<file path="src/sv/ppm_p6_pkg.sv">
package ppm_p6_pkg;

	localparam int DIM_BITS_DEF = 16;
	localparam logic [31:0] MAX_BYTES_RST = 32'd100000000;

	localparam logic [1:0] KIND_HEADER = 2'd0;
	localparam logic [1:0] KIND_PIXEL  = 2'd1;
	localparam logic [1:0] KIND_ERROR  = 2'd2;

	localparam logic [1:0] ERR_MAGIC     = 2'd0;
	localparam logic [1:0] ERR_DIGIT     = 2'd1;
	localparam logic [1:0] ERR_TOO_LARGE = 2'd2;
	localparam logic [1:0] ERR_MAX_COLOR = 2'd3;

	typedef struct packed {
		logic [7:0] data_byte;
		logic       start_req;
	} in_item_t;

	typedef struct packed {
		logic [1:0]  kind;
		logic [1:0]  error_code;
		logic [15:0] image_width;
		logic [15:0] image_height;
		logic [15:0] pos_x;
		logic [15:0] pos_y;
		logic [7:0]  red;
		logic [7:0]  green;
		logic [7:0]  blue;
		logic        last_pixel;
	} out_item_t;

endpackage

</file>
<file path="src/sv/ppm_p6_stream_parser.sv">
// channel   direction  handshake          payload
// in        sink       in_valid/in_stall   in_data (data_byte, start_req)
// out       source     out_valid/out_stall out_data (header, pixel or error)
// cfg       sink       cfg_wr_en           cfg_wr_data (max_bytes)
//
// one byte accepted per cycle while in_stall is low; a result is registered and shows on out the cycle after its byte
// the pixel size check runs incrementally as height digits arrive, no multi-cycle unit
// arst_n clears parser state to idle and max_bytes to its default, no clearing pass
// in_stall rises only while a result is held on out under out_stall
module ppm_p6_stream_parser
	import ppm_p6_pkg::*;
#(
	parameter int DIM_BITS = DIM_BITS_DEF
) (
	input  logic        clk,
	input  logic        arst_n,
	input  logic        in_valid,
	output logic        in_stall,
	input  in_item_t    in_data,
	output logic        out_valid,
	input  logic        out_stall,
	output out_item_t   out_data,
	input  logic        cfg_wr_en,
	input  logic [31:0] cfg_wr_data
);

	localparam int AW  = DIM_BITS + 1;
	localparam int AMW = AW + 4;
	localparam int W3W = DIM_BITS + 2;
	localparam int WDW = DIM_BITS + 6;
	localparam int PTW = 37;

	localparam logic [7:0] CH_P   = 8'h50;
	localparam logic [7:0] CH_6   = 8'h36;
	localparam logic [7:0] CH_0   = 8'h30;
	localparam logic [7:0] CH_9   = 8'h39;
	localparam logic [7:0] CH_SP  = 8'h20;
	localparam logic [7:0] CH_TAB = 8'h09;
	localparam logic [7:0] CH_CR  = 8'h0d;
	localparam logic [AW-1:0] COLOR_MAX = AW'(255);

	typedef enum logic [13:0] {
		PH_IDLE      = 14'h0001,
		PH_MAG0      = 14'h0002,
		PH_MAG1_OK   = 14'h0004,
		PH_MAG1_BAD  = 14'h0008,
		PH_WSKIP     = 14'h0010,
		PH_WDIG      = 14'h0020,
		PH_HSKIP     = 14'h0040,
		PH_HDIG      = 14'h0080,
		PH_HSKIP_BIG = 14'h0100,
		PH_HDIG_BIG  = 14'h0200,
		PH_CSKIP     = 14'h0400,
		PH_CDIG      = 14'h0800,
		PH_PIX       = 14'h1000,
		PH_DONE      = 14'h2000
	} phase_t;

	phase_t              phase_q, ph, phase_d;
	logic [31:0]         max_bytes_q;
	logic                out_valid_q;
	out_item_t           out_data_q;

	logic [AW-1:0]       accum_q, accum_d;
	logic [DIM_BITS-1:0] width_q, width_d, height_q, height_d;
	logic [W3W-1:0]      w3_q, w3_d;
	logic [31:0]         prod_q, prod_d;
	logic                prod_ovf_q, prod_ovf_d;
	logic [DIM_BITS-1:0] col_q, col_d, row_q, row_d;
	logic [1:0]          bip_q, bip_d;
	logic [7:0]          red_q, red_d, green_q, green_d;

	logic [7:0]          b;
	logic                is_ws, is_digit;
	logic [3:0]          dig;
	logic [AMW-1:0]      acc_sum;
	logic [AW-1:0]       acc_next;
	logic                acc_over;
	logic [DIM_BITS-1:0] acc_clamp;
	logic [WDW-1:0]      wd;
	logic [PTW-1:0]      prod_sum;
	logic [DIM_BITS:0]   col_inc, row_inc;
	logic                fire;
	logic                err_v, hdr_v, pix_v, pix_last;
	logic [1:0]          err_c;
	out_item_t           res;
	logic                res_v;

	assign fire      = in_valid & ~in_stall;
	assign in_stall  = out_valid_q & out_stall;
	assign out_valid = out_valid_q;
	assign out_data  = out_data_q;

	assign b        = in_data.data_byte;
	assign is_ws    = (b == CH_SP) || ((b >= CH_TAB) && (b <= CH_CR));
	assign is_digit = (b >= CH_0) && (b <= CH_9);
	assign dig      = b[3:0];

	// accumulator times ten plus digit, saturating at 2^DIM_BITS
	assign acc_sum  = (AMW'(accum_q) << 3) + (AMW'(accum_q) << 1) + AMW'(dig);
	assign acc_next = (acc_sum > (AMW'(1) << DIM_BITS)) ? (AW'(1) << DIM_BITS)
		: acc_sum[AW-1:0];
	assign acc_over  = accum_q[DIM_BITS];
	assign acc_clamp = acc_over ? '1 : accum_q[DIM_BITS-1:0];

	// running width*height*3, tracked digit by digit along the height
	assign wd       = WDW'(w3_q) * WDW'(dig);
	assign prod_sum = (PTW'(prod_q) << 3) + (PTW'(prod_q) << 1) + PTW'(wd);

	assign col_inc = {1'b0, col_q} + 1'b1;
	assign row_inc = {1'b0, row_q} + 1'b1;

	always_comb begin
		ph         = in_data.start_req ? PH_MAG0 : phase_q;
		phase_d    = ph;
		accum_d    = accum_q;
		width_d    = width_q;
		height_d   = height_q;
		w3_d       = w3_q;
		prod_d     = prod_q;
		prod_ovf_d = prod_ovf_q;
		col_d      = col_q;
		row_d      = row_q;
		bip_d      = bip_q;
		red_d      = red_q;
		green_d    = green_q;
		err_v      = 1'b0;
		err_c      = ERR_MAGIC;
		hdr_v      = 1'b0;
		pix_v      = 1'b0;
		pix_last   = 1'b0;
		unique case (ph)
			PH_MAG0: phase_d = (b == CH_P) ? PH_MAG1_OK : PH_MAG1_BAD;
			PH_MAG1_OK: begin
				if (b == CH_6) phase_d = PH_WSKIP;
				else err_v = 1'b1;
			end
			PH_MAG1_BAD: err_v = 1'b1;
			PH_WSKIP, PH_CSKIP: begin
				if (is_digit) begin
					accum_d = AW'(dig);
					phase_d = (ph == PH_WSKIP) ? PH_WDIG : PH_CDIG;
				end else if (!is_ws) begin
					err_v = 1'b1;
					err_c = ERR_DIGIT;
				end
			end
			PH_HSKIP, PH_HSKIP_BIG: begin
				if (is_digit) begin
					accum_d    = AW'(dig);
					prod_d     = 32'(wd);
					prod_ovf_d = 1'b0;
					phase_d    = (ph == PH_HSKIP) ? PH_HDIG : PH_HDIG_BIG;
				end else if (!is_ws) begin
					err_v = 1'b1;
					err_c = ERR_DIGIT;
				end
			end
			PH_WDIG: begin
				if (is_digit) begin
					accum_d = acc_next;
				end else begin
					width_d = acc_clamp;
					w3_d    = (W3W'(acc_clamp) << 1) + W3W'(acc_clamp);
					phase_d = acc_over ? PH_HSKIP_BIG : PH_HSKIP;
				end
			end
			PH_HDIG, PH_HDIG_BIG: begin
				if (is_digit) begin
					accum_d    = acc_next;
					prod_d     = prod_sum[31:0];
					prod_ovf_d = prod_ovf_q || (prod_sum[PTW-1:32] != '0);
				end else begin
					height_d = acc_clamp;
					if ((ph == PH_HDIG_BIG) || acc_over || prod_ovf_q
							|| (prod_q > max_bytes_q)) begin
						err_v = 1'b1;
						err_c = ERR_TOO_LARGE;
					end else begin
						phase_d = PH_CSKIP;
					end
				end
			end
			PH_CDIG: begin
				if (is_digit) begin
					accum_d = acc_next;
				end else if (accum_q != COLOR_MAX) begin
					err_v = 1'b1;
					err_c = ERR_MAX_COLOR;
				end else begin
					hdr_v   = 1'b1;
					col_d   = '0;
					row_d   = '0;
					bip_d   = 2'd0;
					phase_d = ((width_q == '0) || (height_q == '0)) ? PH_DONE : PH_PIX;
				end
			end
			PH_PIX: begin
				case (bip_q)
					2'd0: begin
						red_d = b;
						bip_d = 2'd1;
					end
					2'd1: begin
						green_d = b;
						bip_d   = 2'd2;
					end
					default: begin
						pix_v = 1'b1;
						bip_d = 2'd0;
						if (col_inc >= {1'b0, width_q}) begin
							col_d = '0;
							if (row_inc >= {1'b0, height_q}) begin
								pix_last = 1'b1;
								phase_d  = PH_DONE;
							end else begin
								row_d = row_inc[DIM_BITS-1:0];
							end
						end else begin
							col_d = col_inc[DIM_BITS-1:0];
						end
					end
				endcase
			end
			default: ;
		endcase
		if (err_v) phase_d = PH_DONE;

		res   = '0;
		res_v = err_v | hdr_v | pix_v;
		if (err_v) begin
			res.kind       = KIND_ERROR;
			res.error_code = err_c;
		end else if (hdr_v) begin
			res.kind         = KIND_HEADER;
			res.image_width  = 16'(width_q);
			res.image_height = 16'(height_q);
		end else if (pix_v) begin
			res.kind         = KIND_PIXEL;
			res.image_width  = 16'(width_q);
			res.image_height = 16'(height_q);
			res.pos_x        = 16'(col_q);
			res.pos_y        = 16'(row_q);
			res.red          = red_q;
			res.green        = green_q;
			res.blue         = b;
			res.last_pixel   = pix_last;
		end
	end

	always_ff @(posedge clk or negedge arst_n) begin
		if (!arst_n) begin
			phase_q     <= PH_IDLE;
			max_bytes_q <= MAX_BYTES_RST;
			out_valid_q <= 1'b0;
		end else begin
			if (cfg_wr_en) max_bytes_q <= cfg_wr_data;
			if (fire) phase_q <= phase_d;
			if (!out_valid_q || !out_stall) out_valid_q <= fire & res_v;
		end
	end

	always_ff @(posedge clk) begin
		if (fire) begin
			accum_q    <= accum_d;
			width_q    <= width_d;
			height_q   <= height_d;
			w3_q       <= w3_d;
			prod_q     <= prod_d;
			prod_ovf_q <= prod_ovf_d;
			col_q      <= col_d;
			row_q      <= row_d;
			bip_q      <= bip_d;
			red_q      <= red_d;
			green_q    <= green_d;
		end
		if (fire && res_v) out_data_q <= res;
	end

endmodule

</file>
<file path="config.mk">
export PLATFORM = sky130hd
export DESIGN_NAME = ppm_p6_stream_parser
export DESIGN_NICKNAME = d
export VERILOG_FILES = /design/src/sv/ppm_p6_pkg.sv /design/src/sv/ppm_p6_stream_parser.sv
export SDC_FILE = /design/constraint.sdc
export NUM_CORES = 1
export LEC_CHECK = 0
export BUFFER_PORTS_ARGS = -buffer_cell sky130_fd_sc_hd__buf_2
export CAP_MARGIN = 30
export CORE_MARGIN = 4
export CORE_UTILIZATION = 55
export DETAILED_ROUTE_END_ITERATION = 10
export PLACE_DENSITY = 0.74
export SLEW_MARGIN = 10
export SYNTH_ARGS = -nofsm -noshare
export SYNTH_HDL_FRONTEND = slang
export SYNTH_SLANG_ARGS = --single-unit
</file>
<file path="constraint.sdc">
create_clock -name clk -period 19.95 [get_ports clk]
set_input_delay 4.9875 -clock clk [delete_from_list [all_inputs] [get_ports clk]]
set_output_delay 4.9875 -clock clk [all_outputs]
set_load 0.03 [all_outputs]
</file>
==> flow_summary.toml <==
[status]
outcome = "completed"

[global_route]
antenna_found_initial = 0
grt_pass1_wl_um = 73200
first_global_vias = 14200
grt_usage = 0.232
grt_max_degree = 67
grt_remaining_overflow = 0

[sta]
skew_ns = 0.0175
tns_ns = 0
drv_slew = 0
slew_headroom = 0.347
hold_ws_ns = 0.507
hold_viol_final = 0
min_period_ns = 11.66
rsz0062_at_grt = "no"
finalSetupViolations = 0
tightest_slew_ns = 0.975
finalCritPeriodShare = 0.585
max_freq_mhz = 85.7

[placed_design]
hpwl_um = 33800
gp_congestion = 0.904
port_buffers = 140

[detailed_routing]
drc = 0
viasPerCell = 5.88
top_layer_used = "met4"
wl_met2_um = 20900
route.met3.wl_um = 2710
antenna_left = 0
wl_per_cell_um = 18.2
dr.first_iter.drc_count = 1167
vias = 14500
drt_pre_antenna_iters = 5
met1Wirelength_um = 20600
wl_um = 44900

[logic_synthesis]
yosysTopAreaCellShare = 0.377
syn-cell-area_mm2 = 0.0193
synth_compound_area_frac = 0.121
yosysMostFrequentCell = "edfxtp_1"
synthMuxAreaShare = 0.00331
ys_seq_area_frac = 0.438
synth_common_cells = "242 x edfxtp_1, 188 x ha_1, 172 x inv_1"
synth_cell_types = 80
synth_nets = 2148
yosysTopAreaCell = "edfxtp_1"
synth-simple-area-share = 0.170
synth_edf_count = 242
ys_warn_count = 0
synth_top_family_by_area = "adder cells"
ys_seq_elements = 289
syn_area_per_cell_um2 = 10.4
synth_area_leaders = "edfxtp_1 38%, ha_1 12%, fa_1 5.7%"
synth-xor-area-share = 0.0440
synthAdderAreaFrac = 0.179
async_reset_ff_frac = 0.163
synthFlopType = "edfxtp_1"
postSynthCellCount = 1859

[critical_path]
crit_top_cell = "fa_1"
ff2ff_path_depth = 23
cp_slowest_cell = "fa_1"
critPathBufInv = 3
regToRegSetupSlack_ns = 12.59
r2r_start = "width_q[0]$_DFFE_PP_"
cp_max_fo = 27
crit_required_ns = 20.27
crit_path_max_incr_delay_ns = 0.54
crit_type = "in -> reg"
endpoint_kind = "register"
crit_path_start_kind = "input port"
cp_top_family = "compound AO/OA/AOI/OAI gates"
arrival_ns = 11.98
rr_endpoint = "prod_ovf_q$_SDFFCE_PP0P_"

[power]
p_per_area_mw_per_mm2 = 76.1
peakVddDrop_mv = 0.0610
power.leakage_nw = 9.73
swShare = 0.303
pwr-share-seq = 0.421
power_frac_clock = 0.356
internal_power_w = 0.00114
comb_power_share = 0.223
netSwitchingPower_w = 0.000498

[floorplanning]
num_rows = 68
core_mm2 = 0.0345
die_h_um = 195
start_util = 0.559
die_x_um = 195
ios = 141
die-area_mm2 = 0.0382

[clocking]
post_cts_buffers = 0
clock_latency_ns = 0.59
clkSlewWorstSetupHoldPaths_ns = 0.07
cts_root_buf = "clkbuf_16"
cts.path.max_buffers = 3
cts_tree = "yes"
postCtsHoldBufs = 0
clock-sinks = 289
cts_buffers = 31
cts-resized-gates = 0
htreeDepth = 1

[final_layout]
diodes = 0
fin_nets = 2280
drive_above_1_share = 0.130
area_delta_synth_final_pct = 11.7
num-fill-cells = 2836

[min_path]
whs_path_depth = 1
hold_path_class = "reg -> reg"
min_from = "phase_q[0]$_DFFE_PN1P_"
min_to = "phase_q[0]$_DFFE_PN1P_"

[job]
maxCapViolations = 0
cell families after synthesis:
logic type,count (synthesis)
AOI/OAI and AO/OA,356
xor gates and xnor gates,97
adders and majority gates,243
buffers and inverters,228
DFF,289
muxes,6
and+or+nand+nor,640
metrics by stage:
| stage | setup slack [ns] | instance area, µm² | utilization | power, W | cells |
|---|---|---|---|---|---|
| 2_1_floorplan | 8.41 | 19300 | - | 0.000974 | 1859 |
| 3_3_place_gp | 7.91 | 20500 | 0.593 | 0.00106 | 2411 |
| 3_5_place_dp | 7.75 | 20500 | 0.593 | 0.00106 | 2411 |
| 4_1_cts | 8.31 | 21500 | 0.623 | 0.00165 | 2469 |
| 5_1_grt | 7.77 | 21600 | 0.624 | 0.00172 | 2471 |
| 6_report | 8.29 | 21600 | 0.624 | 0.00164 | 2471 |
registers in the layout (all words and copies together) (netlist names):
name         flops
phase_q         14
out_data        93
green_q          8
w3_q            17
accum_q         17
height_q        16
row_q           16
bip_q            2
out_valid        1
width_q         16
red_q            8
prod_q          32
prod_ovf_q       1
max_bytes_q     32
col_q           16
worst register-to-register path, cell delays in order, from the launching register on:
cell and delay [ns]:
edfxtp_1 0.63, nand2_1 0.15, fa_1 0.56, inv_1 0.06, fa_1 0.43, ha_1 0.34
nor2b_1 0.17, o31a_1 0.28, o32ai_1 0.48, o21ai_1 0.23, o41ai_2 0.37, o2111ai_1 0.19
a21oi_1 0.20, xnor2_1 0.20, fa_1 0.48, ha_1 0.38, nand2_1 0.06, or4_1 0.51
o41ai_1 0.50, a2111o_1 0.25, a221o_1 0.15, nand3_1 0.09, a2111oi_2 0.30, o21ai_1 0.09
cell type report:
class / count / area (µm²) / share of cell area
clock inverters: 20 / 205 / 0.00952
inverters: 172 / 646 / 0.0299
multi-input cells: 1342 / 10000 / 0.464
repair buffers: 155 / 843 / 0.0391
flip-flops and latches: 289 / 8460 / 0.392
clock buffers: 38 / 832 / 0.0386
well taps: 455 / 569 / 0.0264
layout by cell type, fill, tap and decap left out, types with 7 or more instances in the layout:
| cell | n |
|---|---|
| o21a_1 | 18 |
| o211ai_1 | 13 |
| a311oi_1 | 7 |
| nand3_1 | 47 |
| buf_2 | 140 |
| xor2_1 | 45 |
| nor4_1 | 18 |
| nor3_1 | 31 |
| xnor2_1 | 52 |
| dfstp_2 | 13 |
| or3_1 | 10 |
| or2_2 | 17 |
| a21oi_1 | 69 |
| fa_1 | 55 |
| o21bai_1 | 8 |
| a31oi_1 | 11 |
| and3_1 | 90 |
| o21ai_0 | 106 |
| nand2b_1 | 8 |
| nand4_1 | 24 |
| edfxtp_1 | 242 |
| nor2_1 | 124 |
| buf_4 | 13 |
| clkbuf_16 | 32 |
| a211oi_1 | 12 |
| and2_1 | 74 |
| a21o_1 | 31 |
| nor2b_1 | 16 |
| dfrtp_1 | 34 |
| nand2_1 | 150 |
| ha_1 | 188 |
| inv_1 | 172 |
power groups by stage:
stage | Sequential, W | Clock, W | Combinational (W)
final | 0.000691 | 0.000584 | 0.000365
after global routing | 0.000693 | 0.000620 | 0.000407
after detailed placement | 0.000704 | 0 | 0.000360
after floorplan | 0.000742 | 0 | 0.000232
after CTS | 0.000691 | 0.000593 | 0.000363
after global placement | 0.000703 | 0 | 0.000356
per-layer routing:
layer  vias to the layer above  track usage
li1                       6952            -
met1                      7102        0.337
met2                       426        0.378
met3                        51       0.0304
met4                         0       0.0497
met5                         -            0
worst max-delay path by stage:
stage                     from                       end  cells past startpoint
floorplan           in_data[4]  prod_ovf_q$_SDFFCE_PP0P_                     27
global placement    in_data[4]  prod_ovf_q$_SDFFCE_PP0P_                     25
detailed placement  in_data[4]  prod_ovf_q$_SDFFCE_PP0P_                     25
CTS                 in_data[4]  prod_ovf_q$_SDFFCE_PP0P_                     25
global route        in_data[4]  prod_ovf_q$_SDFFCE_PP0P_                     24
finish              in_data[4]  prod_ovf_q$_SDFFCE_PP0P_                     25
Power figures use the tool's default switching activity.
